## src/design/dhs_queue.sv

```systemverilog
module dhs_queue #(
	parameter int WIDTH = 8
) (
	input  logic             clk,
	input  logic             arst_n,
	input  logic             push_valid,
	output logic             push_ready,
	input  logic [WIDTH-1:0] push_data,
	output logic             pop_valid,
	input  logic             pop_ready,
	output logic [WIDTH-1:0] pop_data
);

	logic [WIDTH-1:0] ent_q [2];
	logic             wp_q, rp_q;
	logic [1:0]       cnt_q;
	logic             do_push, do_pop;

	assign push_ready = (cnt_q != 2'd2);
	assign pop_valid  = (cnt_q != 2'd0);
	assign pop_data   = ent_q[rp_q];
	assign do_push    = push_valid && push_ready;
	assign do_pop     = pop_valid && pop_ready;

	always_ff @(posedge clk) begin
		if (do_push) begin
			ent_q[wp_q] <= push_data;
		end
	end

	always_ff @(posedge clk or negedge arst_n) begin
		if (!arst_n) begin
			wp_q  <= 1'b0;
			rp_q  <= 1'b0;
			cnt_q <= 2'd0;
		end else begin
			if (do_push) begin
				wp_q <= ~wp_q;
			end
			if (do_pop) begin
				rp_q <= ~rp_q;
			end
			case ({do_push, do_pop})
				2'b10:   cnt_q <= cnt_q + 2'd1;
				2'b01:   cnt_q <= cnt_q - 2'd1;
				default: cnt_q <= cnt_q;
			endcase
		end
	end

endmodule

```

## config.mk

```make
export PLATFORM = sky130hd
export DESIGN_NAME = dhs_queue
export DESIGN_NICKNAME = d
export VERILOG_FILES = /design/src/design/dhs_queue.sv
export SDC_FILE = /design/constraint.sdc
export NUM_CORES = 1
export LEC_CHECK = 0
export CAP_MARGIN = 20
export CORE_MARGIN = 3
export CORE_UTILIZATION = 57
export DETAILED_ROUTE_END_ITERATION = 7
export DONT_BUFFER_PORTS = 1
export PLACE_DENSITY = 0.72
export SYNTH_ARGS = -nofsm -noshare
export SYNTH_HDL_FRONTEND = slang
export SYNTH_SLANG_ARGS = --single-unit
```

## constraint.sdc

```tcl
create_clock -name clk -period 1.75 [get_ports clk]
set_input_delay 0.175 -clock clk [delete_from_list [all_inputs] [get_ports clk]]
set_output_delay 0.175 -clock clk [all_outputs]
set_load 0.02 [all_outputs]
```

Word level (Yosys, flattened, before mapping)
Memory sizes are Yosys's and may differ from the RTL's.
Index checks and enable logic that the tools add are counted.
- memories: 1
- bits of input ports: 12
- word-level logic and storage cells: 18
- bits in writable memories: 16
- output and inout bits: 10
- flip-flop bits (word level): 4
- equal/unequal tests: 3
- bitwise logic cells: 2
- multiplexer cells: 3
- add/sub/neg operators: 2
- reduce and logical (&&, ||, !) cells: 4
- memories (name ; words ; width ; read ports ; clocked after memory_dff ; wr ports ; line ; RTL):
    ent_q ; 2 ; 8 ; 1 ; 0 ; 1 ; 14 ; logic [WIDTH-1:0] ent_q [2];
- operators with widths (operator ; number):
    2-bit case mux with 2 select lines ; 1
    2-bit nonzero test ; 2
    2-bit by 1-bit adder with 2-bit output, second input constant ; 1
    2-bit by 1-bit equality test with 1-bit output, second input constant ; 1
    2-bit equality test, second input constant ; 1
    1-bit logical AND ; 2
    1-bit two-way mux ; 2
    2-bit != test, second input constant ; 1
    1-bit inverter ; 2
    2-bit by 1-bit subtractor with 2-bit output, second input constant ; 1

Depth between registers and ports, before layout
Gate-level depths: netlist (run 1).
- depth after elaboration: 4
- gate-level depth with buffers: 6
- depth with buffers taken out: 6

Worst setup path after synthesis (run 1)
No wires, ideal clock.
- path kind: register -> register
- from: reg cnt_q[0]
- to: mem ent_q[0][0], enable pin
- cell stages (with the launch flop): 4
- arrival: 1.170 ns
- data required time: 1.380 ns
- library setup time: 0.370 ns
- buffers on the path: 0
- path slack: 0.210 ns
- cells stage by stage: dfrtp_1 nand2b_1 nand2_1 nor2_1
- word-level cells in the longest chain between the ends: 4
- RTL lines (what ; line ; RTL):
    start: declaration ; 16 ; logic [1:0] cnt_q;
    start signal: assignment ; 44 ; 2'b10: cnt_q <= cnt_q + 2'd1;
    start signal: assignment ; 45 ; 2'b01: cnt_q <= cnt_q - 2'd1;
    start signal: assignment ; 46 ; default: cnt_q <= cnt_q;
    2-bit != test ; 19 ; assign push_ready = (cnt_q != 2'd2);
    via push_ready ; 7 ; output logic push_ready,
    1-bit logical AND ; 22 ; assign do_push = push_valid && push_ready;
    1-bit two-way mux ; 26 ; if (do_push) begin
    1-bit two-way mux (implied by the code) ; 27 ; ent_q[wp_q] <= push_data;
    end: declaration ; 14 ;
The timed path passes the listed nets, and every way through them passes these cells.

Final worst setup path (run 1)
- from: reg cnt_q[0]
- to: reg cnt_q[1]
- word-level cells in the longest chain between the ends: 4
- elaborated cells between the ends (all ways): 10
- RTL lines (what ; line ; RTL):
    2-bit nonzero test (*) ; 20 ; assign pop_valid = (cnt_q != 2'd0);
    1-bit logical AND (*) ; 23 ; assign do_pop = pop_valid && pop_ready;
    via do_pop ; 17 ; logic do_push, do_pop;
    2-bit by 1-bit equality test with 1-bit output or 2-bit equality test (tied branches) ; 43 ; case ({do_push, do_pop})
    2-bit case mux with 2 select lines or 2-bit nonzero test (tied branches) ; - ;
The timed path passes the listed nets; every way through them passes the cells marked *.
A chain may end at the register's enable or synchronous reset.

==> results of run 1 <==
==> sequential cells by signal, indices dropped and copies added (netlist names) <==
name   flops
wp_q       1
cnt_q      2
ent_q     16
rp_q       1
==> logic make-up (layout without fill, tap and decap cells) <==
family / after synthesis / count (layout) / synth area share [%]
AND/OR/NAND/NOR: 7 / 7 / 5.03
buffers and inverters: 1 / 17 / 0.649
flip-flops: 20 / 20 / 75.3
adder cells (fa/ha/maj): 1 / 1 / 1.62
multiplexers: 8 / 8 / 11.7
XOR/XNOR: 5 / 5 / 5.68
==> synth_stat cells (all sizes together) <==
cell and count:
nor2 2, nand2 1, mux2 8, dfrtp 4, or2 1, and2 1
and3 1, edfxtp 16, ha 1, buf 1, xnor2 3, xor2 2
nand2b 1
==> area by class of cell <==
type                            instances  area share (%)
Sequential cell                        20            61.8
Timing Repair Buffer                   13            12.8
Multi-Input combinational cell         21            19.7
Clock buffer                            4            3.86
Tap cell                               14            1.86
==> layer usage <==
| layer | global-route usage (%) | vias up | wire [microns] |
|---|---|---|---|
| met5 | 0 | - | 0 |
| met4 | 5.59 | 0 | 9 |
| met3 | 3.81 | 2 | 81 |
| met2 | 35.3 | 16 | 864 |
| met1 | 17.9 | 200 | 522 |
| li1 | - | 184 | - |
==> per-stage QoR <==
step                total power [mW]  utilization (%)  setup WS, ps  area, sq um
floorplan                       1.18                -           210          771
global placement                1.28             68.6           306          813
detailed placement              1.32             68.6           230          813
CTS                             1.58             79.2           209          940
global route                    1.69             79.2          6.24          940
finish                          1.62             79.2          63.9          940
==> final timing paths <==
path / from / endpoint / slack, ps
min in group asynchronous: arst_n / cnt_q[0]$_DFFE_PN0P_ / 150
worst min register to register: cnt_q[1]$_DFFE_PN0P_ / cnt_q[1]$_DFFE_PN0P_ / 550
worst min-delay path: pop_ready / rp_q$_DFFE_PN0P_ / 120
worst max register to register: cnt_q[0]$_DFFE_PN0P_ / cnt_q[1]$_DFFE_PN0P_ / 60
max in group asynchronous: arst_n / rp_q$_DFFE_PN0P_ / 1410
worst max-delay path: cnt_q[0]$_DFFE_PN0P_ / cnt_q[1]$_DFFE_PN0P_ / 60
==> power by group through the flow <==
| stage | clock, mW | sequential [mW] | combinational, mW |
|---|---|---|---|
| final | 0.257 | 0.773 | 0.592 |
| after global routing | 0.281 | 0.782 | 0.625 |
| after CTS | 0.253 | 0.764 | 0.566 |
| after detailed placement | 0 | 0.772 | 0.545 |
| after global placement | 0 | 0.757 | 0.522 |
| after floorplan | 0 | 0.715 | 0.468 |
==> metrics.csv, run 1 <==
metric;value;unit
worst-endpoint-arrival;1900;ps
start_kind;register;
clock_power_share;15.9;%
power.leakage;0.349;nW
cp_top_family;simple AND/OR/NAND/NOR gates;
first_pass_iters;4;
cp_num_cells;5;
gr-usage-all-layers;17.9;%
antenna_found_initial;0;
whs;124;ps
skew;5.02;ps
register_area;581;sq um
final_common_cell;edfxtp_1;
postRouteAntennaNets;0;
final_max_slew_viol_count;0;
cap_violations;0;
sw_frac_of_total;35.8;%
cts_resized;0;
synth_cells;42;
routed_wl;1480;microns
drc;0;
layout_min_cycle_time;1690;ps
cts.sinks;20;
multi_input_area;185;sq um
ir_worst_vdd;1.25;mV
hold_depth;2;
cpMaxStageDelayCell;dfrtp_1;
path_clk_slew;110;ps
nFillCells;60;
grt_pass1_wl;2270;microns
cp_num_buf_inv;0;
die_y;42.8;microns
slew_headroom;74.2;%
yosysSeqAreaShare;75.3;%
tightest_slew;387;ps
hold_viol_final;0;
cts_hold_buffers;9;
pwr-share-seq;47.6;%
status;finished, final reports clean;
syn_avg_cell_area;18.4;sq um
crit_type;register to register;
synth_area_leaders;edfxtp_1 62%, dfrtp_1 13%, mux2_2 12%;
ys_ff_latch;20;
cp-end-kind;register;
initial_utilization;65.0;%
timing.final.crit_share;96.4;%
first_global_vias;467;
avgRoutedWirePerCell;20.5;microns
core_area;1190;sq um
die_w;42.8;microns
combPwrFrac;36.5;%
p_sw;0.581;mW
fin_cells;72;
cts_root_buf;clkbuf_4;
io_pins;22;
yosys.area.top_type;edfxtp_1;
synth_cell_type_count;13;
num_vias;402;
synth_nets;55;
layout-drive-gt1-share;29.3;%
gp_congestion;0.661;
required;1960;ps
drt_iter0_markers;7;
syn2layout_area_growth;21.9;%
portBuffers;0;
fin_nets;72;
diodes;0;
dieArea;1830;sq um
grt_overflow;0;
crit_chain;or2_1 -> and2_4 -> ha_1 -> nor2_1 -> xor2_1;
finalSetupTns;0;ps
synth_top_area_share;62.3;%
clock_path_buffers;2;
grt_max_degree;12;
worstSkewPairLatency;290;ps
rsz0062_at_grt;false;
yosysWarnings;0;
layout_common_cells;16 x edfxtp_1, 9 x dlygate4sd3_1, 8 x mux2_2;
slowest_delay;460;ps
num_rows;12;
power_density;1730;nW/um^2
hp-class;input pin to register;
crit_fanout;4;
numCtsBuffers;3;
internal_power;1.04;mW
dp.cells;59;
post_drt_via_cell_ratio;5.58;
r2r_cells;5;
h-tree-depth;1;
cts_tree;yes;
fmax;0.593;GHz
setup_viol;0;
syn_area;771;sq um
postCtsSetupRepairBufs;0;
No activity file was read; power rests on OpenSTA's default activity.
==> run 2: changes to the inputs <==
ABC_AREA = 1   (was not set)
CORE_UTILIZATION = 58   (was 57)
PLACE_DENSITY = 0.74   (was 0.72)
==> metrics.csv, run 2 <==
metric;value;unit;change
status;finished, final reports clean;;
final_max_slew_viol_count;0;;unchanged
fin_nets;99;;+38%
min_from;pop_ready;;
core_area;1220;sq um;+2.5%
yosys.area.top_type;edfxtp_1;;
synth_area_leaders;edfxtp_1 59%, nand2_1 14%, dfrtp_1 12%;;
cts_hold_buffers;9;;unchanged
yosysSeqAreaShare;70.7;%;-4.6 points
synth_edf_count;16;;unchanged
final_common_cell;nand2_1;;
rsz0062_at_grt;false;;
postCtsSetupRepairBufs;0;;unchanged
slew_headroom;77.3;%;+3.1 points
first_pass_iters;4;;unchanged
cts_resized;0;;unchanged
skew;1.25;ps;-3.78 ps
timing.final.crit_share;83.5;%;-13 points
start_kind;register;;
wl_met3;110;microns;+36%
synthFlopType;edfxtp_1;;
synth_nets;84;;+53%
synth_cells;71;;+69%
grt_overflow;0;;unchanged
first_global_vias;494;;+5.8%
gp_congestion;0.734;;+11%
layout_min_cycle_time;1460;ps;-225 ps
r2r_cells;9;;+4
largest_register_ffs;16;;unchanged
met2WireLength;574;microns;-34%
routed_wl;1240;microns;-16%
drt_iter0_markers;9;;+2
worst-endpoint-arrival;1660;ps;-240 ps
crit_type;register to register;;
r2r-end;cnt_q[1]$_DFFE_PN0P_;;
crit_fanout;3;;-1
reg2reg_slack;290;ps;+230 ps
synth_most_common_cell;nand2_1;;
worstSkewPairLatency;290;ps;about the same
dieArea;1900;sq um;+4.0%
dp_hpwl;873;microns;
tightest_slew;341;ps;-46.0 ps
h-tree-depth;1;;unchanged
io_pins;22;;unchanged
die_w;43.6;microns;+2.0%
layout_common_cells;31 x nand2_1, 16 x edfxtp_1, 9 x dlygate4sd3_1;;
drc;0;;unchanged
top_register;ent_q;;
grt_max_degree;12;;unchanged
cts_root_buf;clkbuf_4;;
power.leakage;0.423;nW;+21%
met1Wirelength;546;microns;+4.6%
die_y;43.6;microns;+2.0%
worstHoldEndpoint;rp_q$_DFFE_PN0P_;;
post_drt_via_cell_ratio;5.11;;-8.5%
cp-end-kind;register;;
setup_viol;0;;unchanged
ys_ff_latch;20;;unchanged
nFillCells;76;;+27%
cap_violations;0;;unchanged
yosysWarnings;0;;unchanged
fin_area;962;sq um;+2.4%
initial_utilization;67.5;%;+2.5 points
ir_worst_vdd;1.11;mV;-11%
path_clk_slew;100;ps;about the same
gr-usage-all-layers;14.8;%;-3.1 points
largest_registers;ent_q x16, cnt_q x2;;
syn2layout_area_growth;17.2;%;
fmax;0.684;GHz;+15%
ys_top_cells_by_count;31 x nand2_1, 16 x edfxtp_1, 5 x inv_1;;
regToRegStartpoint;cnt_q[0]$_DFFE_PN0P_;;
cp-startpoint;cnt_q[0]$_DFFE_PN0P_;;
grt_pass1_wl;2040;microns;-10%
avgRoutedWirePerCell;12.5;microns;-39%
diodes;0;;unchanged
placed_area;846;sq um;+4.0%
finalSetupTns;0;ps;unchanged
cts.sinks;20;;unchanged
hold_viol_final;0;;unchanged
synth_top_area_share;58.5;%;-3.8 points
synth_cell_type_count;15;;+2
num_rows;12;;unchanged
synth-async-reset-ratio;20.0;%;unchanged
highest_layer;met4;;
cts_tree;yes;;
portBuffers;0;;unchanged
syn_avg_cell_area;11.6;sq um;-37%
required;1940;ps;-20 ps
antenna_found_initial;0;;unchanged
syn_area;821;sq um;+6.5%
numCtsBuffers;3;;unchanged
num_vias;506;;+26%
power_density;1630;nW/um^2;-5.8%
postRouteAntennaNets;0;;unchanged
hp-class;input pin to register;;
hold_depth;2;;unchanged
layout-drive-gt1-share;12.9;%;-16 points
clock_path_buffers;2;;unchanged
[run 2: cell count changes after synthesis, moves of 2 or more]
cell	change
mux2_2	-8
xor2_1	-2
nand3_1	+2
inv_2	+2
nand2_4	+2
xnor2_1	-2
inv_1	+5
nand2_1	+30
[run 2: kinds of logic after synthesis]
| kind of cell | synth area share, % |
|---|---|
| buffers and inverters | 4.12 |
| AOI/OAI and AO/OA | 0.609 |
| and+or+nand+nor | 22.0 |
| DFF | 70.7 |
| adders and majority gates | 1.52 |
| xor gates and xnor gates | 1.07 |
[run 2: report_power, final]
part / switching (mW) / internal (mW) / total [mW] / leakage [nW]
sequential: 0.0885 / 0.661 / 0.749 / 0.196
clock: 0.125 / 0.0831 / 0.208 / 0.0154
combinational: 0.440 / 0.167 / 0.607 / 0.212
total: 0.654 / 0.911 / 1.56 / 0.423
[run 2: worst max-delay path: stages (launching register included)]
cell and delay (ps):
dfrtp_1 430, inv_2 110, nand2_2 120, nand2_1 100, inv_1 40, ha_1 290
inv_1 90, nand3_1 70, nand2_1 50, nand2_1 40
[run 2: how the worst max path moves through the flow]
stage | slack [ps] | depth (start not counted) | end
after CTS | 280 | 9 | cnt_q[1]$_DFFE_PN0P_
after global placement | 350 | 9 | cnt_q[1]$_DFFE_PN0P_
after detailed placement | 310 | 9 | cnt_q[1]$_DFFE_PN0P_
after floorplan | 400 | 4 | ent_q[0][0]$_DFFE_PP_
after global routing | 180 | 9 | cnt_q[1]$_DFFE_PN0P_
final | 290 | 9 | cnt_q[1]$_DFFE_PN0P_
[run 2: final cells by class]
| type | count | area, sq um | area share, % |
|---|---|---|---|
| timing repair buffer | 11 | 105 | 10.9 |
| clock buffer | 3 | 22.5 | 2.34 |
| clock inverter | 1 | 3.75 | 0.390 |
| multi-input combinational | 43 | 206 | 21.5 |
| sequential | 20 | 581 | 60.3 |
| inverter | 7 | 26.3 | 2.73 |
| tap | 14 | 17.5 | 1.82 |
[run 2: metrics by stage]
stage / utilization [%] / std cells / power, mW / hold WS (ps) / setup WS, ps
floorplan: - / 71 / 1.25 / -121 / 395
global placement: 69.5 / 86 / 1.33 / -120 / 348
finish: 79.1 / 99 / 1.56 / 21.9 / 289
detailed placement: 69.5 / 86 / 1.35 / -121 / 308
CTS: 79.1 / 99 / 1.57 / 22.5 / 285
global route: 79.1 / 99 / 1.67 / 13.5 / 176
[run 2: metal layers]
layer,vias up,track usage [%]
met5,-,0
met4,0,3.61
met3,2,5.81
met2,21,23.0
met1,223,19.7
li1,260,-
==> run 3: changes to the inputs <==
CORE_ASPECT_RATIO = 1.2   (was not set)
CORE_UTILIZATION = 52   (was 58)
PLACE_DENSITY = 0.7   (was 0.74)
clock period = 1.24 ns   (was 1.75 ns; I/O delays follow)
==> metrics.csv, run 3 (synthesis results as in run 2) <==
metric;value;unit;change
final_max_slew_viol_count;0;;unchanged
cts.sinks;20;;unchanged
drt_iter0_markers;7;;-2
post_drt_via_cell_ratio;5.21;;+1.8%
cp_num_buf_inv;3;;unchanged
largest_registers;ent_q x16, cnt_q x2;;
cp-end-kind;register;;
syn2layout_area_growth;54.1;%;
crit_chain;inv_2 -> nand2_4 -> nand2_4 -> inv_2 -> ha_4 -> inv_4 -> nand4_1 -> nand2_1;;
ir_worst_vdd;1.73;mV;+56%
violations;negative setup slack;;
top_register;ent_q;;
crit_fanout;3;;unchanged
hp-class;input pin to register;;
avgRoutedWirePerCell;16.2;microns;+29%
path_clk_slew;110;ps;about the same
status;finished with violations;;
use_met2;33.8;%;+11 points
fin_total_pwr;3.24;mW;+110%
dieArea;2090;sq um;+10%
slew_headroom;81.9;%;+4.7 points
cpMaxStageDelayCell;dfrtp_1;;
die_w;42.3;microns;-3.1%
fin_nets;114;;+15%
worst-endpoint-arrival;1520;ps;-140 ps
cts_root_buf;clkbuf_4;;
h-tree-depth;1;;unchanged
first_pass_iters;4;;unchanged
io_pins;22;;unchanged
postRouteAntennaNets;0;;unchanged
die_y;49.5;microns;+14%
busiest_layer;met2;;
diodes;0;;unchanged
whs;100;ps;+78.1 ps
min_from;pop_ready;;
met3_usage;3.65;%;-2.2 points
timing.final.crit_share;107;%;+24 points
slowest_delay;420;ps;about the same
numCtsBuffers;3;;unchanged
antenna_found_initial;0;;unchanged
fin_cells;117;;+18%
dp.cells;93;;+8.1%
setup_ws;-90.1;ps;-379 ps
num_vias;609;;+20%
finalSetupTns;-104;ps;-104 ps
tightest_slew;271;ps;-70.7 ps
clock_path_buffers;2;;unchanged
layout-drive-gt1-share;53.0;%;+40 points
routed_wl;1900;microns;+53%
crit_type;register to register;;
num_rows;15;;+3
core_area;1460;sq um;+20%
power.leakage;0.550;nW;+30%
drc;0;;unchanged
cp-startpoint;cnt_q[0]$_DFFE_PN0P_;;
globalRouteMet1Util;19.5;%;-0.15 points
dp_hpwl;1020;microns;+17%
worstSkewPairLatency;290;ps;about the same
grt_overflow;0;;unchanged
required;1420;ps;-520 ps
final_common_cell;edfxtp_1;;
grt_max_degree;13;;+1
cp_top_family;flip-flops;;
dp_slack;-45.1;ps;-353 ps
regToRegStartpoint;cnt_q[0]$_DFFE_PN0P_;;
portBuffers;0;;unchanged
grt_pass1_wl;2820;microns;+38%
skew;6.06;ps;+4.81 ps
gp_congestion;0.850;;+16%
largest_register_ffs;16;;unchanged
layout_common_cells;16 x edfxtp_1, 15 x nand2_4, 11 x nand2_1, 11 x dlygate4sd3_1, 11 x buf_4;;
gr-usage-all-layers;18.5;%;+3.7 points
cts_tree;yes;;
initial_utilization;56.1;%;-11 points
rsz0062_at_grt;true;;
setup_viol;3;;+3
cap_violations;0;;unchanged
power_density;2560;nW/um^2;+58%
hold_viol_final;0;;unchanged
layout_min_cycle_time;1330;ps;-131 ps
first_global_vias;632;;+28%
start_kind;register;;
fmax;0.752;GHz;+9.8%
==> run 3: changes by cell type in the layout (fill, tap and decap cells not counted), sizes merged <==
cell | previous run | this run
buf | 2 | 14
dlygate4sd3 | 9 | 11
bufinv | 0 | 1
==> run 3: worst paths after layout <==
check | to | slack (ps) | depth (start not counted)
worst max-delay path | cnt_q[1]$_DFFE_PN0P_ | -90 | 8
worst min-delay path | rp_q$_DFFE_PN0P_ | 100 | 4
worst max register to register | cnt_q[1]$_DFFE_PN0P_ | -90 | 8
worst min register to register | wp_q$_DFFE_PN0P_ | 560 | 2
max in group asynchronous | cnt_q[1]$_DFFE_PN0P_ | 900 | 1
min in group asynchronous | rp_q$_DFFE_PN0P_ | 120 | 1
==> run 3: cell type report <==
cell class / count / area [sq um]
multi-input cells: 43 / 342
fillers: 72 / 199
flip-flops and latches: 20 / 583
clock buffers: 3 / 22.5
well taps: 17 / 21.3
repair buffers: 25 / 226
repair inverters: 1 / 6.26
inverters: 7 / 33.8
clock inverters: 1 / 30.0
==> run 3: worst min-delay path: stages <==
cell and delay (ps):
nand2_4 60, buf_4 90, nand2_1 40, nand2_1 50
==> run 3: routing by layer <==
layer,vias to the layer above,routed length (microns)
li1,288,-
met1,301,718
met2,16,1080
met3,4,66
met4,0,38
met5,-,0
==> run 3: repair_timing <==
item,4_1_cts,5_1_grt
setup buffers,4,4
hold buffers,11,0
setup endpoints to repair,9,10
resized for setup,14,29
hold endpoints to repair,22,0
cloned,0,1
pin swaps,0,9
==> run 3: power breakdown <==
part	total, mW	internal (mW)	switching [mW]
registers	1.10	0.943	0.154
clock network	0.518	0.326	0.191
logic	1.63	0.662	0.966
total	3.24	1.93	1.31
==> run 3: metrics by stage <==
stage,instance area [sq um],util [%]
after detailed placement,902,61.6
after CTS,1130,76.9
after global routing,1260,86.4
after floorplan,843,-
final,1260,86.4
after global placement,902,61.6
