==> src/design/dhs_pkg.sv <==
package dhs_pkg;

	localparam int TABLE_SIZE_DEF = 1021;
	localparam int KEY_WIDTH_DEF  = 32;
	localparam int LOAD_NUM       = 6;
	localparam int LOAD_DEN       = 10;
	localparam int LIMIT_W        = 10;
	localparam int LIVE_W         = 10;

	localparam logic [1:0] TAG_EMPTY   = 2'd0;
	localparam logic [1:0] TAG_DELETED = 2'd1;
	localparam logic [1:0] TAG_FULL    = 2'd2;

	typedef enum logic [1:0] {
		REQ_LOOKUP = 2'd0,
		REQ_INSERT = 2'd1,
		REQ_REMOVE = 2'd2,
		REQ_CLEAR  = 2'd3
	} req_t;

	typedef struct packed {
		logic [1:0]  req_type;
		logic [31:0] key;
	} in_req_t;

	typedef struct packed {
		logic              found;
		logic              changed;
		logic              status;
		logic [LIVE_W-1:0] live_count;
	} out_rsp_t;

	typedef struct packed {
		logic init_busy;
	} back_stat_t;

	typedef enum logic [1:0] {
		F_IDLE,
		F_HASH,
		F_PUSH
	} front_state_t;

	typedef enum logic [2:0] {
		B_INIT,
		B_IDLE,
		B_RD,
		B_CHK,
		B_CLR,
		B_DONE
	} back_state_t;

endpackage

==> src/design/dhs_front.sv <==
module dhs_front #(
	parameter int TABLE_SIZE = dhs_pkg::TABLE_SIZE_DEF,
	parameter int KEY_WIDTH  = dhs_pkg::KEY_WIDTH_DEF
) (
	input  logic                          clk,
	input  logic                          arst_n,
	input  dhs_pkg::back_stat_t           stat,
	input  logic                          in_valid,
	output logic                          in_ready,
	input  dhs_pkg::in_req_t              in_data,
	output logic                          push_valid,
	input  logic                          push_ready,
	output logic [1:0]                    push_req,
	output logic [KEY_WIDTH-1:0]          push_key,
	output logic [$clog2(TABLE_SIZE)-1:0] push_idx,
	output logic [$clog2(TABLE_SIZE)-1:0] push_stride
);

	localparam int IW = $clog2(TABLE_SIZE);
	localparam int KP = ((KEY_WIDTH + 15) / 16) * 16;
	localparam int NG = KP / 16;
	localparam int GW = $clog2(NG + 1);
	localparam int VW = IW + 16;
	localparam int MW = VW + 2;
	localparam int SH = VW + IW;
	localparam logic [IW:0] M1 = (IW+1)'(TABLE_SIZE);
	localparam logic [IW:0] M2 = (IW+1)'(TABLE_SIZE - 2);
	localparam logic [MW-1:0] RC1 = MW'(((64'd1 << SH) + 64'(TABLE_SIZE) - 64'd1) /
		64'(TABLE_SIZE));
	localparam logic [MW-1:0] RC2 = MW'(((64'd1 << SH) + 64'(TABLE_SIZE - 2) - 64'd1) /
		64'(TABLE_SIZE - 2));

	dhs_pkg::front_state_t state_q, state_d;
	logic [1:0]           req_q;
	logic [KEY_WIDTH-1:0] key_q;
	logic [KP-1:0]        sh_q;
	logic [IW-1:0]        r1_q, r2_q, r1_d, r2_d;
	logic [GW-1:0]        grp_q;
	logic                 acc;
	logic [VW-1:0]        v1, v2, qm1, qm2;
	logic [VW+MW-1:0]     p1, p2;
	logic [15:0]          q1_q, q2_q;
	logic                 ph_q;

	assign in_ready    = (state_q == dhs_pkg::F_IDLE) && !stat.init_busy;
	assign acc         = in_valid && in_ready;
	assign push_valid  = (state_q == dhs_pkg::F_PUSH);
	assign push_req    = req_q;
	assign push_key    = key_q;
	assign push_idx    = r1_q;
	assign push_stride = r2_q + IW'(1);

	// sixteen key bits per step, most significant first: quotient by
	// reciprocal in the first phase, remainder in the second
	assign v1   = {r1_q, sh_q[KP-1 -: 16]};
	assign v2   = {r2_q, sh_q[KP-1 -: 16]};
	assign p1   = {{MW{1'b0}}, v1} * {{VW{1'b0}}, RC1};
	assign p2   = {{MW{1'b0}}, v2} * {{VW{1'b0}}, RC2};
	assign qm1  = VW'(q1_q) * VW'(M1);
	assign qm2  = VW'(q2_q) * VW'(M2);
	assign r1_d = IW'(v1 - qm1);
	assign r2_d = IW'(v2 - qm2);

	always_comb begin
		state_d = state_q;
		case (state_q)
			dhs_pkg::F_IDLE: begin
				if (acc) begin
					state_d = (in_data.req_type == dhs_pkg::REQ_CLEAR) ?
						dhs_pkg::F_PUSH : dhs_pkg::F_HASH;
				end
			end
			dhs_pkg::F_HASH: begin
				if (ph_q && grp_q == GW'(NG - 1)) begin
					state_d = dhs_pkg::F_PUSH;
				end
			end
			dhs_pkg::F_PUSH: begin
				if (push_ready) begin
					state_d = dhs_pkg::F_IDLE;
				end
			end
			default: state_d = dhs_pkg::F_IDLE;
		endcase
	end

	always_ff @(posedge clk or negedge arst_n) begin
		if (!arst_n) begin
			state_q <= dhs_pkg::F_IDLE;
		end else begin
			state_q <= state_d;
		end
	end

	always_ff @(posedge clk) begin
		if (acc) begin
			req_q <= in_data.req_type;
			key_q <= KEY_WIDTH'(in_data.key);
			sh_q  <= KP'(KEY_WIDTH'(in_data.key));
			r1_q  <= '0;
			r2_q  <= '0;
			grp_q <= '0;
			ph_q  <= 1'b0;
		end else if (state_q == dhs_pkg::F_HASH) begin
			if (!ph_q) begin
				q1_q <= p1[SH+15:SH];
				q2_q <= p2[SH+15:SH];
			end else begin
				r1_q  <= r1_d;
				r2_q  <= r2_d;
				sh_q  <= sh_q << 16;
				grp_q <= grp_q + GW'(1);
			end
			ph_q <= !ph_q;
		end
	end

endmodule

==> config.mk <==
export PLATFORM = sky130hd
export DESIGN_NAME = dhs_front
export DESIGN_NICKNAME = d
export VERILOG_FILES = /design/src/design/dhs_pkg.sv /design/src/design/dhs_front.sv
export SDC_FILE = /design/constraint.sdc
export NUM_CORES = 1
export LEC_CHECK = 0
export BUFFER_PORTS_ARGS = -buffer_cell sky130_fd_sc_hd__buf_2
export CAP_MARGIN = 20
export CORE_MARGIN = 3
export CORE_UTILIZATION = 48
export DETAILED_ROUTE_END_ITERATION = 8
export PLACE_DENSITY = 0.62
export SLEW_MARGIN = 20
export SYNTH_ARGS = -nofsm -noshare
export SYNTH_HDL_FRONTEND = slang
export SYNTH_SLANG_ARGS = --single-unit
==> constraint.sdc <==
create_clock -name clk -period 10.95 [get_ports clk]
set_clock_uncertainty 0.15 [all_clocks]
set_input_delay 0 -clock clk [delete_from_list [all_inputs] [get_ports clk]]
set_output_delay 0 -clock clk [all_outputs]
set_load 0.01 [all_outputs]
### Yosys cells after proc, flatten, opt, wreduce, memory -nomap -nowiden

Index checks and enable logic that the tools add are counted.

| operators by class | value |
|---|---|
| add/subtract/negate cells | 4 |
| $mul | 4 |
| divide/modulo/power cells | 0 |
| order comparisons | 0 |
| eq/ne operators | 7 |
| shift-type cells | 0 |
| multiplexer cells | 8 |
| bitwise operators | 2 |
| reductions and logical operators | 12 |

Operators with widths:

| kind | count |
|---|---|
| 2-to-1 mux 32 bit | 3 |
| multiplier 26 x 26 -> 51 bit (second input constant) | 1 |
| multiplier 26 x 24 -> 49 bit (second input constant) | 1 |
| multiplier 16 x 10 -> 10 bit (second input constant) | 2 |
| subtractor 10 bit | 2 |
| adder 10 x 1 -> 10 bit (second input constant) | 1 |
| 2-to-1 mux 2 bit | 4 |
| one-hot mux 2 bit (3 select lines) | 1 |
| AND reduction 3 bit | 2 |
| == test 2 x 1 -> 1 bit (second input constant) | 2 |
| == test 2 bit (second input constant) | 2 |
| != test 2 bit (second input constant) | 2 |
| AND reduction 2 bit | 2 |
| nonzero test 2 bit | 2 |
| logical AND 1 bit | 3 |
| adder 2 x 1 -> 2 bit (second input constant) | 1 |
| logical NOT 1 bit | 2 |
| logical NOT 2 bit | 1 |
| != test 2 x 1 -> 1 bit (second input constant) | 1 |
| inverter 1 bit | 2 |

| storage, ports and cells | value |
|---|---|
| register bits after elaboration | 123 |
| latch bits | 0 |
| RAM bits | 0 |
| bits in read-only memories | 0 |
| input bits | 39 |
| output and inout port bits | 56 |
| word-level logic and storage cells | 47 |
| memories | 0 |

### Depth between registers and ports, before layout

Gate-level depths: netlist (run 1).

| logic depth | value |
|---|---|
| depth after elaboration | 5 |
| depth in mapped cells | 22 |
| mapped depth without buffers | 22 |

### Least setup slack after synthesis (run 1)

Ideal clock, no wire load.

| path | value |
|---|---|
| path kind | register to register |
| from | reg sh_q[31] |
| to | reg q2_q[8] (data pin) |
| library setup time | 0.258 ns |
| arrival time | 5.071 ns |
| path slack | 5.471 ns |
| stages on the path, launching flop included | 21 |
| path through | edfxtp_1 > ha_1 > ha_1 > inv_1 > fa_1 > inv_1 > ha_1 > fa_1 > fa_1 > inv_1 > fa_1 > inv_1 > ha_1 > nand2_1 > nor4_1 > o211ai_1 > o2111ai_2 > nand3_1 > nand3b_1 > a21oi_2 > xnor2_1 |

| between the ends | value |
|---|---|
| longest elaborated chain between the ends | 1 |

Ends and longest elaborated chain:

| what | line | RTL |
|---|---|---|
| start: declaration | dhs_front.sv:36 | `logic [KP-1:0] sh_q;` |
| start signal: assignment | dhs_front.sv:99 | `sh_q <= KP'(KEY_WIDTH'(in_data.key));` |
| start signal: assignment | dhs_front.sv:111 | `sh_q <= sh_q << 16;` |
| multiplier 26 x 24 -> 49 bit | dhs_front.sv:58 | `assign p2 = {{MW{1'b0}}, v2} * {{VW{1'b0}}, RC2};` |
| net p2[44] | dhs_front.sv:41 | `logic [VW+MW-1:0] p1, p2;` |
| end signal: assignment | dhs_front.sv:107 | `q2_q <= p2[SH+15:SH];` |
| end: declaration | dhs_front.sv:42 | `logic [15:0] q1_q, q2_q;` |

The timed path passes the listed nets, and every way through them passes these cells.
A chain may end at the register's enable or synchronous reset.

### Final worst setup path (run 1)

| path | value |
|---|---|
| from | reg sh_q[25] |
| to | reg q1_q[6] (data pin) |

| between the ends | value |
|---|---|
| longest elaborated chain between the ends | 1 |

Ends and longest elaborated chain:

| what | line | RTL |
|---|---|---|
| multiplier 26 x 26 -> 51 bit | dhs_front.sv:57 | `assign p1 = {{MW{1'b0}}, v1} * {{VW{1'b0}}, RC1};` |
| net p1[42] | dhs_front.sv:41 |  |
| end signal: assignment | dhs_front.sv:106 | `q1_q <= p1[SH+15:SH];` |
| end: declaration | dhs_front.sv:42 |  |

The timed path passes the listed nets, and every way through them passes these cells.

==> results of run 1 <==
[synth_stat cells, drive strengths merged (12+ instances only)]
cell / count / area, µm²
nor2: 29 / 108.9
ha: 490 / 6131
a21o: 25 / 187.7
o21ai: 42 / 210.2
nand2: 82 / 307.8
xnor2: 64 / 560.5
a21oi: 54 / 277.8
inv: 539 / 2023
fa: 207 / 4144
nand3: 33 / 165.2
and3: 22 / 137.6
xor2: 18 / 157.7
dfxtp: 23 / 460.4
clkbuf: 12 / 45.04
edfxtp: 86 / 2582
[registers in the layout (all words and copies together) (netlist names)]
| name | cells |
|---|---|
| grp_q | 2 |
| ph_q | 1 |
| sh_q | 32 |
| state_q | 2 |
| q1_q | 10 |
| push_req | 2 |
| push_key | 32 |
| push_idx | 10 |
| r2_q | 10 |
| q2_q | 10 |
[layer usage]
layer	vias to the layer above	routed length [µm]	GRT usage [%]
met3	36	1396	2.233
met4	0	869	4.718
li1	6130	-	-
met5	-	0	0
met1	5985	19950	30.12
met2	203	19410	35.13
[critical path, stage by stage, from the launching register on]
cell	delay (ns)
sky130_fd_sc_hd__edfxtp_1	0.92
sky130_fd_sc_hd__ha_1	0.37
sky130_fd_sc_hd__ha_1	0.33
sky130_fd_sc_hd__ha_1	0.16
sky130_fd_sc_hd__inv_1	0.05
sky130_fd_sc_hd__fa_1	0.53
sky130_fd_sc_hd__inv_1	0.04
sky130_fd_sc_hd__ha_1	0.31
sky130_fd_sc_hd__fa_1	0.55
sky130_fd_sc_hd__inv_1	0.06
sky130_fd_sc_hd__fa_1	0.53
sky130_fd_sc_hd__inv_1	0.04
sky130_fd_sc_hd__ha_1	0.32
sky130_fd_sc_hd__nand3_1	0.14
sky130_fd_sc_hd__nor2_1	0.29
sky130_fd_sc_hd__nand2_1	0.13
sky130_fd_sc_hd__a31oi_1	0.54
sky130_fd_sc_hd__o21ai_1	0.29
sky130_fd_sc_hd__o211ai_1	0.37
sky130_fd_sc_hd__mux2i_1	0.22
sky130_fd_sc_hd__o2111ai_1	0.14
[area by class of cell]
cell class	count	area, µm²	area share [%]
diodes	1	2.502	0.01244
clock buffers	9	225.2	1.119
clock inverters	7	98.84	0.4912
inverters	539	2024	10.06
multi-input cells	1163	13120	65.21
flip-flops and latches	111	3093	15.37
well taps	504	630.6	3.134
repair buffers	142	925.9	4.601
[kinds of logic after synthesis]
kind of cell	count (synthesis)	synth area share [%]
AND/OR/NAND/NOR	207	5.442
multiplexers	3	0.1643
flip-flops	111	16.92
buffers and inverters	551	11.32
AO/OA/AOI/OAI	174	6.010
XOR/XNOR	82	3.929
adder cells (fa/ha/maj)	697	56.22
[worst max path at each step]
stage,depth (start not counted),from,endpoint
final,20,sh_q[25]$_DFFE_PP_,q1_q[6]$_DFFE_PP_
after global placement,20,sh_q[25]$_DFFE_PP_,q1_q[6]$_DFFE_PP_
after global routing,20,sh_q[25]$_DFFE_PP_,q1_q[6]$_DFFE_PP_
after detailed placement,20,sh_q[25]$_DFFE_PP_,q1_q[6]$_DFFE_PP_
after floorplan,20,sh_q[31]$_DFFE_PP_,q2_q[8]$_DFFE_PP_
after CTS,20,sh_q[25]$_DFFE_PP_,q1_q[6]$_DFFE_PP_
[metrics by stage]
stage | worst slack (ns) | area [µm²]
after floorplan | 5.471 | 18280
after global placement | 4.180 | 19410
after detailed placement | 4.208 | 19410
after CTS | 4.178 | 20120
after global routing | 3.901 | 20120
final | 4.171 | 20120
==> summary.txt, run 1 <==
Logic synthesis
  – Synth Register Bits: 111
  – Synth Net Count: 2,561
  – Synthesized instance count: between 1,500 and 2,000
  – Dominant synthesized flop cell: sky130_fd_sc_hd__edfxtp_1
  – Post-Syn Area: around 18,000 µm²
  – Register area share after synthesis: 16.92%
  – Fraction of synthesis flops using an asynchronous set or reset pin: 1.802%
  – Synth Area per Inst: ~10 µm²
  – Number of unique standard cell types used by synthesis: 53
  – Warnings from Yosys: 0
  – Count of flip-flops with a built-in enable after synthesis: 86

Drt
  – Final WL: roughly 42 mm
  – Via count: about 12,000
  – Post-detailed-route count of antenna-violating nets: 0
  – Iter 0 DRT Violations: around 570
  – Drt first pass iters: 4
  – Vias per inst: between 4 and 5
  – Routed wire length per instance: 16.81 µm
  – DRC errors left: 0

Critical path
  – Endpoint required time on the critical path: between 10 and 15 ns
  – Peak fanout along the critical path: 11
  – Reg-to-reg slack, setup: around 4.2 ns
  – Kind of launch point of the worst setup path: flop
  – Signal arrival time at the worst endpoint: 6.74 ns
  – FF-to-FF path depth: 20
  – Reg-to-reg critical path startpoint: sh_q[25]$_DFFE_PP_
  – Terminus of the critical flop-to-flop path: q1_q[6]$_DFFE_PP_
  – Critical path start-end classification: flop to flop
  – Category of the worst setup path capture point: flop

Clocking
  – Number of resized instances in the post-cts repair step: 0
  – H-tree levels: 3
  – Post-CTS repair timing setup buffer count: 0
  – Clock Pin Slew Worst Setup and Hold Paths: roughly 0.090 ns
  – CTS root buf: sky130_fd_sc_hd__clkbuf_16
  – Buffer levels on the longest clock path: 2
  – Hold-fix buffers, CTS: 38
  – Clock insertion delay at the later pin of the skew report: 0.37 ns
  – Clock tree from TritonCTS: yes
  – Clk sinks: about 110
  – Clock buffers created by TritonCTS: 9

STA
  – Min cycle time layout: a little under 7 ns
  – Final Hold Slack: 0.1256 ns
  – Final Max Tran Viols: 0
  – Slew @ Worst Pin: around 0.93 ns
  – Final period util: between 60% and 70%
  – Total negative setup slack: 0 ns
  – Final hold viol count: 0
  – Count of final setup violators: 0
  – Worst slew slack as a fraction of its limit: a little under two fifths
  – Timing-limited maximum frequency: 0.1475 GHz
  – Setup repair after global routing missed its margin: no

Die
  – Placeable Area: ~37,000 µm²
  – Die outline width: 201.1 µm
  – I/O Pins: 95
  – Die span in y: roughly 200 µm
  – Floorplan row count: 70
  – Total Die Area: a little over 40,000 µm²
  – Initial core utilization: 49.33%

Placed design
  – Final weighted congestion in routability-driven placement: 0.8655
  – Count of placed standard cells including taps: around 2,400
  – Number of input and output port buffers inserted: 94
  – Dpl hpwl: 34.71 mm

Finish
  – Layout cells sized above 1: 6.545%
  – Count of nets after finishing: between 2,000 and 3,000
  – Commonest cells after routing, fill and taps aside: 538 x sky130_fd_sc_hd__inv_1, 490 x sky130_fd_sc_hd__ha_1, 207 x sky130_fd_sc_hd__fa_1, 94 x sky130_fd_sc_hd__buf_2, 86 x sky130_fd_sc_hd__edfxtp_1
  – Post-synthesis to final-layout area growth: 10.09%
  – Leading cell type in the layout, fill and taps excluded: sky130_fd_sc_hd__inv_1
  – Final Instance Count excl. Fillers: 2,476
  – Number of filler cells placed in the layout: around 3,300
  – Finished Core Util: a little over half

Global routing
  – Number of global-route vias before repair: around 13,000
  – Total grt overflow: 0
  – GRT Overall Usage: about a fifth
  – Largest net degree at the start of global routing: 56
  – Wire length of the first global-routing pass: 68.35 mm
  – Initial antenna violation count: 1

Worst hold path
  – Type of the tightest min-delay check: input pin to flop
  – Hold depth: 4
  – Startpoint of the worst hold path: stat
  – Worst Hold Endpoint: sh_q[6]$_SDFFCE_PN0P_

Job
  – Max Cap Viol: 0

Status
  – Result of the run: complete, no violations
Power of run 1 is not shown: default switching activity piles up to over one toggle a cycle in this logic, so the estimate is an artifact.
==> run 2, diff against run 1 <==
==> constraint.sdc (replaced) <==
create_clock -name clk -period 6.6 [get_ports clk]
set_clock_uncertainty 0.15 [all_clocks]
set_input_delay 0 -clock clk [delete_from_list [all_inputs] [get_ports clk]]
set_output_delay 0 -clock clk [all_outputs]
set_load 0.01 [all_outputs]
==> summary.txt, run 2 (synthesis gave the netlist of run 1 again) <==
Status
  – Result of the run: complete, no violations

STA
  – Worst setup slack after layout: 0.4717 ns (-3.699 ns)
  – Final Max Tran Viols: 0 (unchanged)
  – Slew @ Worst Pin: 0.8859 ns (-0.04474 ns)
  – Final Hold Slack: 0.1117 ns (-0.01391 ns)
  – Worst slew slack as a fraction of its limit: 40.87% (+2.9 points)
  – Final period util: 92.85% (+31 points)
  – Timing-limited maximum frequency: 0.1632 GHz (+11%)
  – Count of final setup violators: 0 (unchanged)
  – Total negative setup slack: 0 ns (unchanged)
  – Setup repair after global routing missed its margin: no
  – Final hold viol count: 0 (unchanged)
  – Min cycle time layout: 6.128 ns (-0.6507 ns)

Clocking
  – H-tree levels: 3 (unchanged)
  – CTS root buf: sky130_fd_sc_hd__clkbuf_16
  – Clock Pin Slew Worst Setup and Hold Paths: 0.09 ns (about the same)
  – Clk sinks: 111 (unchanged)
  – Buffer levels on the longest clock path: 2 (unchanged)
  – Clock buffers created by TritonCTS: 9 (unchanged)
  – Clock insertion delay at the later pin of the skew report: 0.37 ns (about the same)
  – Clock tree from TritonCTS: yes

Finish
  – Area of combinational cells with multiple inputs: 13,120 µm² (unchanged)
  – Leading cell type in the layout, fill and taps excluded: sky130_fd_sc_hd__inv_1
  – Layout cells sized above 1: 7.391% (+0.85 points)
  – Commonest cells after routing, fill and taps aside: 538 x sky130_fd_sc_hd__inv_1, 490 x sky130_fd_sc_hd__ha_1, 207 x sky130_fd_sc_hd__fa_1, 94 x sky130_fd_sc_hd__buf_2, 86 x sky130_fd_sc_hd__edfxtp_1
  – Count of nets after finishing: 2,720 (+0.67%)
  – Final Instance Count excl. Fillers: 2,494 (+0.73%)
  – Number of filler cells placed in the layout: 3,278 (-0.76%)
  – Post-synthesis to final-layout area growth: 10.80%
  – Register area: 3093 µm² (unchanged)

Placed design
  – Worst setup slack after placement: 0.4670 ns (-3.741 ns)
  – Final weighted congestion in routability-driven placement: 0.9012 (+4.1%)
  – Count of placed standard cells including taps: 2,439 (+0.74%)
  – Number of input and output port buffers inserted: 94 (unchanged)
  – Dpl hpwl: 35.64 mm (+2.7%)

Global routing
  – Met3 Track Usage GR: 2.378% (+0.15 points)
  – Largest net degree at the start of global routing: 56 (unchanged)
  – Wire length of the first global-routing pass: 69.80 mm (+2.1%)
  – Global-route track usage on met1: 28.72% (-1.4 points)
  – Initial antenna violation count: 1 (unchanged)
  – Met2 GRT Util: 38.38% (+3.2 points)
  – Number of global-route vias before repair: 13,360 (+3.5%)
  – GRT Overall Usage: 21.74% (+0.55 points)
  – Total grt overflow: 0 (unchanged)
  – Most Used Layer, Global Route: met2

Die
  – Total Die Area: 40,460 µm² (unchanged)
  – Initial core utilization: 49.33% (unchanged)
  – Floorplan row count: 70 (unchanged)
  – Placeable Area: 37,050 µm² (unchanged)
  – Die outline width: 201.1 µm (unchanged)
  – Die span in y: 201.1 µm (unchanged)
  – I/O Pins: 95 (unchanged)

Drt
  – Routed wire length per instance: 16.82 µm (about the same)
  – DRC errors left: 0 (unchanged)
  – Drt first pass iters: 4 (unchanged)
  – Post-detailed-route count of antenna-violating nets: 0 (unchanged)
  – Vias per inst: 5.012 (+0.45%)
  – Via count: 12,500 (+1.2%)
  – Iter 0 DRT Violations: 413 (-28%)
  – Final WL: 41.95 mm (+0.80%)

Critical path
  – Reg-to-reg slack, setup: 0.47 ns (-3.70 ns)
  – Kind of launch point of the worst setup path: flop
  – Peak fanout along the critical path: 7 (-4)
  – Endpoint required time on the critical path: 6.57 ns (-4.34 ns)
  – Critical path start-end classification: flop to flop
  – Category of the worst setup path capture point: flop
  – Signal arrival time at the worst endpoint: 6.10 ns (-0.64 ns)

Job
  – Max Cap Viol: 0 (unchanged)

Worst hold path
  – Type of the tightest min-delay check: input pin to flop
[run 2: cell count changes in the layout (fill, tap and decap cells not counted)]
cell                       change
sky130_fd_sc_hd__buf_4        +18
sky130_fd_sc_hd__clkinv_8      -1
sky130_fd_sc_hd__inv_8         +1
[run 2: worst paths after layout]
kind | endpoint | depth (start not counted) | from
min in group asynchronous | state_q[1]$_DFFE_PN0P_ | 3 | arst_n
max | q2_q[8]$_DFFE_PP_ | 20 | sh_q[30]$_DFFE_PP_
min reg2reg | grp_q[1]$_SDFFE_PP0P_ | 2 | grp_q[1]$_SDFFE_PP0P_
max reg2reg | q2_q[8]$_DFFE_PP_ | 20 | sh_q[30]$_DFFE_PP_
min | sh_q[14]$_SDFFCE_PN0P_ | 4 | stat
max in group asynchronous | state_q[0]$_DFFE_PN0P_ | 3 | arst_n
[run 2: timing repair]
item                      in CTS  in global routing
hold endpoints to repair      70                  0
gates resized for setup        0                  0
hold buffers                  38                  0
buffers inserted               0                  0
[run 2: per-stage QoR]
stage                     utilization [%]  area [µm²]
after floorplan                         -       18280
after global placement              52.76       19550
after detailed placement            52.76       19550
after CTS                           54.65       20250
after global routing                54.66       20250
final                               54.66       20250
[run 2: area by class of cell]
| cell class | count | share of cell area [%] |
|---|---|---|
| inverter | 539 | 9.996 |
| clock buffer | 9 | 1.112 |
| antenna | 1 | 0.01236 |
| multi-input combinational | 1163 | 64.79 |
| timing repair buffer | 160 | 5.239 |
| tap | 504 | 3.114 |
| clock inverter | 7 | 0.4634 |
| sequential | 111 | 15.27 |
[run 2: layer usage]
metal,part of all wire (%),up-vias
li1,-,6160
met2,49,193
met3,3.2,52
met5,0,-
met1,45,6095
met4,2.4,0
[run 2: critical path: stages, from the launching register on]
cell and delay, ns:
sky130_fd_sc_hd__edfxtp_1 0.66, sky130_fd_sc_hd__ha_1 0.43, sky130_fd_sc_hd__ha_1 0.33, sky130_fd_sc_hd__inv_1 0.05
sky130_fd_sc_hd__fa_1 0.53, sky130_fd_sc_hd__inv_1 0.04, sky130_fd_sc_hd__ha_1 0.29, sky130_fd_sc_hd__fa_1 0.47
sky130_fd_sc_hd__fa_1 0.54, sky130_fd_sc_hd__inv_1 0.05, sky130_fd_sc_hd__fa_1 0.52, sky130_fd_sc_hd__inv_1 0.04
sky130_fd_sc_hd__ha_1 0.29, sky130_fd_sc_hd__nand2_1 0.08, sky130_fd_sc_hd__nor4_1 0.34, sky130_fd_sc_hd__o211ai_1 0.18
sky130_fd_sc_hd__o2111ai_2 0.35, sky130_fd_sc_hd__nand3_1 0.15, sky130_fd_sc_hd__nand3b_1 0.17, sky130_fd_sc_hd__a21oi_2 0.08
sky130_fd_sc_hd__xnor2_1 0.12
Power of run 2 is left out for the same reason.
==> run 3, diff against run 2 <==
==> constraint.sdc (replaced) <==
create_clock -name clk -period 6.8 [get_ports clk]
set_clock_uncertainty 0.15 [all_clocks]
set_input_delay 0 -clock clk [delete_from_list [all_inputs] [get_ports clk]]
set_output_delay 0 -clock clk [all_outputs]
set_load 0.01 [all_outputs]
==> summary.txt, run 3 (synthesis gave the netlist of run 1 again) <==
Placed design
  – Dpl hpwl: 36.82 mm (+3.3%)
  – Standard cell area after detailed placement: 19,520 µm² (-0.12%)
  – Final weighted congestion in routability-driven placement: 0.9111 (+1.1%)
  – Number of input and output port buffers inserted: 94 (unchanged)

Die
  – Placeable Area: 37,050 µm² (unchanged)
  – Total Die Area: 40,460 µm² (unchanged)
  – Initial core utilization: 49.33% (unchanged)
  – Floorplan row count: 70 (unchanged)
  – Die span in y: 201.1 µm (unchanged)
  – I/O Pins: 95 (unchanged)
  – Die outline width: 201.1 µm (unchanged)

STA
  – Setup repair after global routing missed its margin: no
  – Final period util: 90.55% (-2.3 points)
  – Timing-limited maximum frequency: 0.1624 GHz (-0.47%)
  – Count of final setup violators: 0 (unchanged)
  – Worst slew slack as a fraction of its limit: 40.95% (+0.080 points)
  – Min cycle time layout: 6.157 ns (+0.02900 ns)
  – Final hold viol count: 0 (unchanged)
  – Total negative setup slack: 0 ns (unchanged)
  – Slew @ Worst Pin: 0.8847 ns (-0.001205 ns)
  – Final Max Tran Viols: 0 (unchanged)

Drt
  – Iter 0 DRT Violations: 614 (+49%)
  – Via count: 12,420 (-0.66%)
  – Final WL: 42.56 mm (+1.4%)
  – Routed wire length per instance: 17.08 µm (+1.6%)
  – DRC errors left: 0 (unchanged)
  – Post-detailed-route count of antenna-violating nets: 0 (unchanged)
  – Vias per inst: 4.985 (-0.54%)
  – Drt first pass iters: 5 (+1)

Critical path
  – Signal arrival time at the worst endpoint: 6.12 ns (+0.02 ns)
  – Endpoint required time on the critical path: 6.77 ns (+0.20 ns)
  – Reg-to-reg slack, setup: 0.64 ns (+0.17 ns)
  – Category of the worst setup path capture point: flop
  – Critical path start-end classification: flop to flop
  – Peak fanout along the critical path: 11 (+4)
  – Kind of launch point of the worst setup path: flop

Clocking
  – Clock tree from TritonCTS: yes
  – H-tree levels: 3 (unchanged)
  – Buffer levels on the longest clock path: 2 (unchanged)
  – Hold-fix buffers, CTS: 38 (unchanged)
  – Clock buffers created by TritonCTS: 9 (unchanged)
  – CTS root buf: sky130_fd_sc_hd__clkbuf_16
  – Clk sinks: 111 (unchanged)
  – Clock Pin Slew Worst Setup and Hold Paths: 0.10 ns (about the same)
  – Number of resized instances in the post-cts repair step: 0 (unchanged)
  – Clock insertion delay at the later pin of the skew report: 0.37 ns (about the same)
  – Post-CTS repair timing setup buffer count: 0 (unchanged)

Global routing
  – GRT Overall Usage: 21.78% (+0.043 points)
  – Total grt overflow: 0 (unchanged)
  – Wire length of the first global-routing pass: 69.83 mm (about the same)
  – Number of global-route vias before repair: 13,340 (-0.14%)
  – Initial antenna violation count: 1 (unchanged)
  – Largest net degree at the start of global routing: 56 (unchanged)

Finish
  – Finished Core Util: 54.61% (about the same)
  – Leading cell type in the layout, fill and taps excluded: sky130_fd_sc_hd__inv_1
  – Count of nets after finishing: 2,717 (-0.11%)
  – Commonest cells after routing, fill and taps aside: 538 x sky130_fd_sc_hd__inv_1, 490 x sky130_fd_sc_hd__ha_1, 207 x sky130_fd_sc_hd__fa_1, 94 x sky130_fd_sc_hd__buf_2, 86 x sky130_fd_sc_hd__edfxtp_1
  – Layout cells sized above 1: 7.251% (-0.14 points)
  – Post-synthesis to final-layout area growth: 10.70% (about the same)
  – Post-route design area: 20,230 µm² (about the same)

Worst hold path
  – Type of the tightest min-delay check: input pin to flop

Job
  – Max Cap Viol: 0 (unchanged)

Status
  – Result of the run: complete, no violations
[run 3: final timing paths]
path,from,end,cells past startpoint
max in group asynchronous,arst_n,state_q[1]$_DFFE_PN0P_,3
min reg2reg,grp_q[0]$_SDFFE_PP0P_,grp_q[0]$_SDFFE_PP0P_,1
max reg2reg,r2_q[0]$_SDFFE_PP0P_,q2_q[8]$_DFFE_PP_,20
min,stat,sh_q[1]$_SDFFCE_PN0P_,4
min in group asynchronous,arst_n,state_q[0]$_DFFE_PN0P_,3
max,r2_q[0]$_SDFFE_PP0P_,q2_q[8]$_DFFE_PP_,20
[run 3: critical path, stage by stage, from the launching register on]
cell                        delay (ns)
sky130_fd_sc_hd__dfxtp_1          0.72
sky130_fd_sc_hd__ha_1             0.37
sky130_fd_sc_hd__ha_1             0.28
sky130_fd_sc_hd__inv_1            0.05
sky130_fd_sc_hd__fa_1             0.54
sky130_fd_sc_hd__inv_1            0.05
sky130_fd_sc_hd__ha_1             0.29
sky130_fd_sc_hd__fa_1             0.47
sky130_fd_sc_hd__fa_1             0.54
sky130_fd_sc_hd__inv_1            0.05
sky130_fd_sc_hd__fa_1             0.52
sky130_fd_sc_hd__inv_1            0.04
sky130_fd_sc_hd__ha_1             0.30
sky130_fd_sc_hd__nand2_1          0.07
sky130_fd_sc_hd__nor4_1           0.38
sky130_fd_sc_hd__o211ai_1         0.20
sky130_fd_sc_hd__o2111ai_2        0.34
sky130_fd_sc_hd__nand3_1          0.16
sky130_fd_sc_hd__nand3b_1         0.17
sky130_fd_sc_hd__a21oi_2          0.08
sky130_fd_sc_hd__xnor2_1          0.12
[run 3: final cells by class]
cell class | count | area (µm²)
antenna | 1 | 2.502
clock buffer | 9 | 225.2
clock inverter | 7 | 97.59
fill | 3347 | 16810
inverter | 539 | 2024
multi-input combinational | 1163 | 13120
sequential | 111 | 3093
tap | 504 | 630.6
timing repair buffer | 157 | 1039
[run 3: metal layers]
layer / vias to the layer above / global-route usage, % / share of wire, %
met3: 58 / 3.300 / 4.3
met4: 0 / 5.320 / 2.7
met1: 5956 / 29.40 / 46
li1: 6168 / - / -
met2: 235 / 36.99 / 47
met5: - / 0 / 0
[run 3: metrics by stage]
stage	hold WS, ns	setup WS [ns]	std cells
global placement	-0.3601	0.8108	2436
global route	0.1061	0.2860	2491
floorplan	-0.4456	1.321	1825
detailed placement	-0.3587	0.6926	2436
CTS	0.1044	0.6738	2490
finish	0.1119	0.6427	2491
Power of run 3 is left out for the same reason.
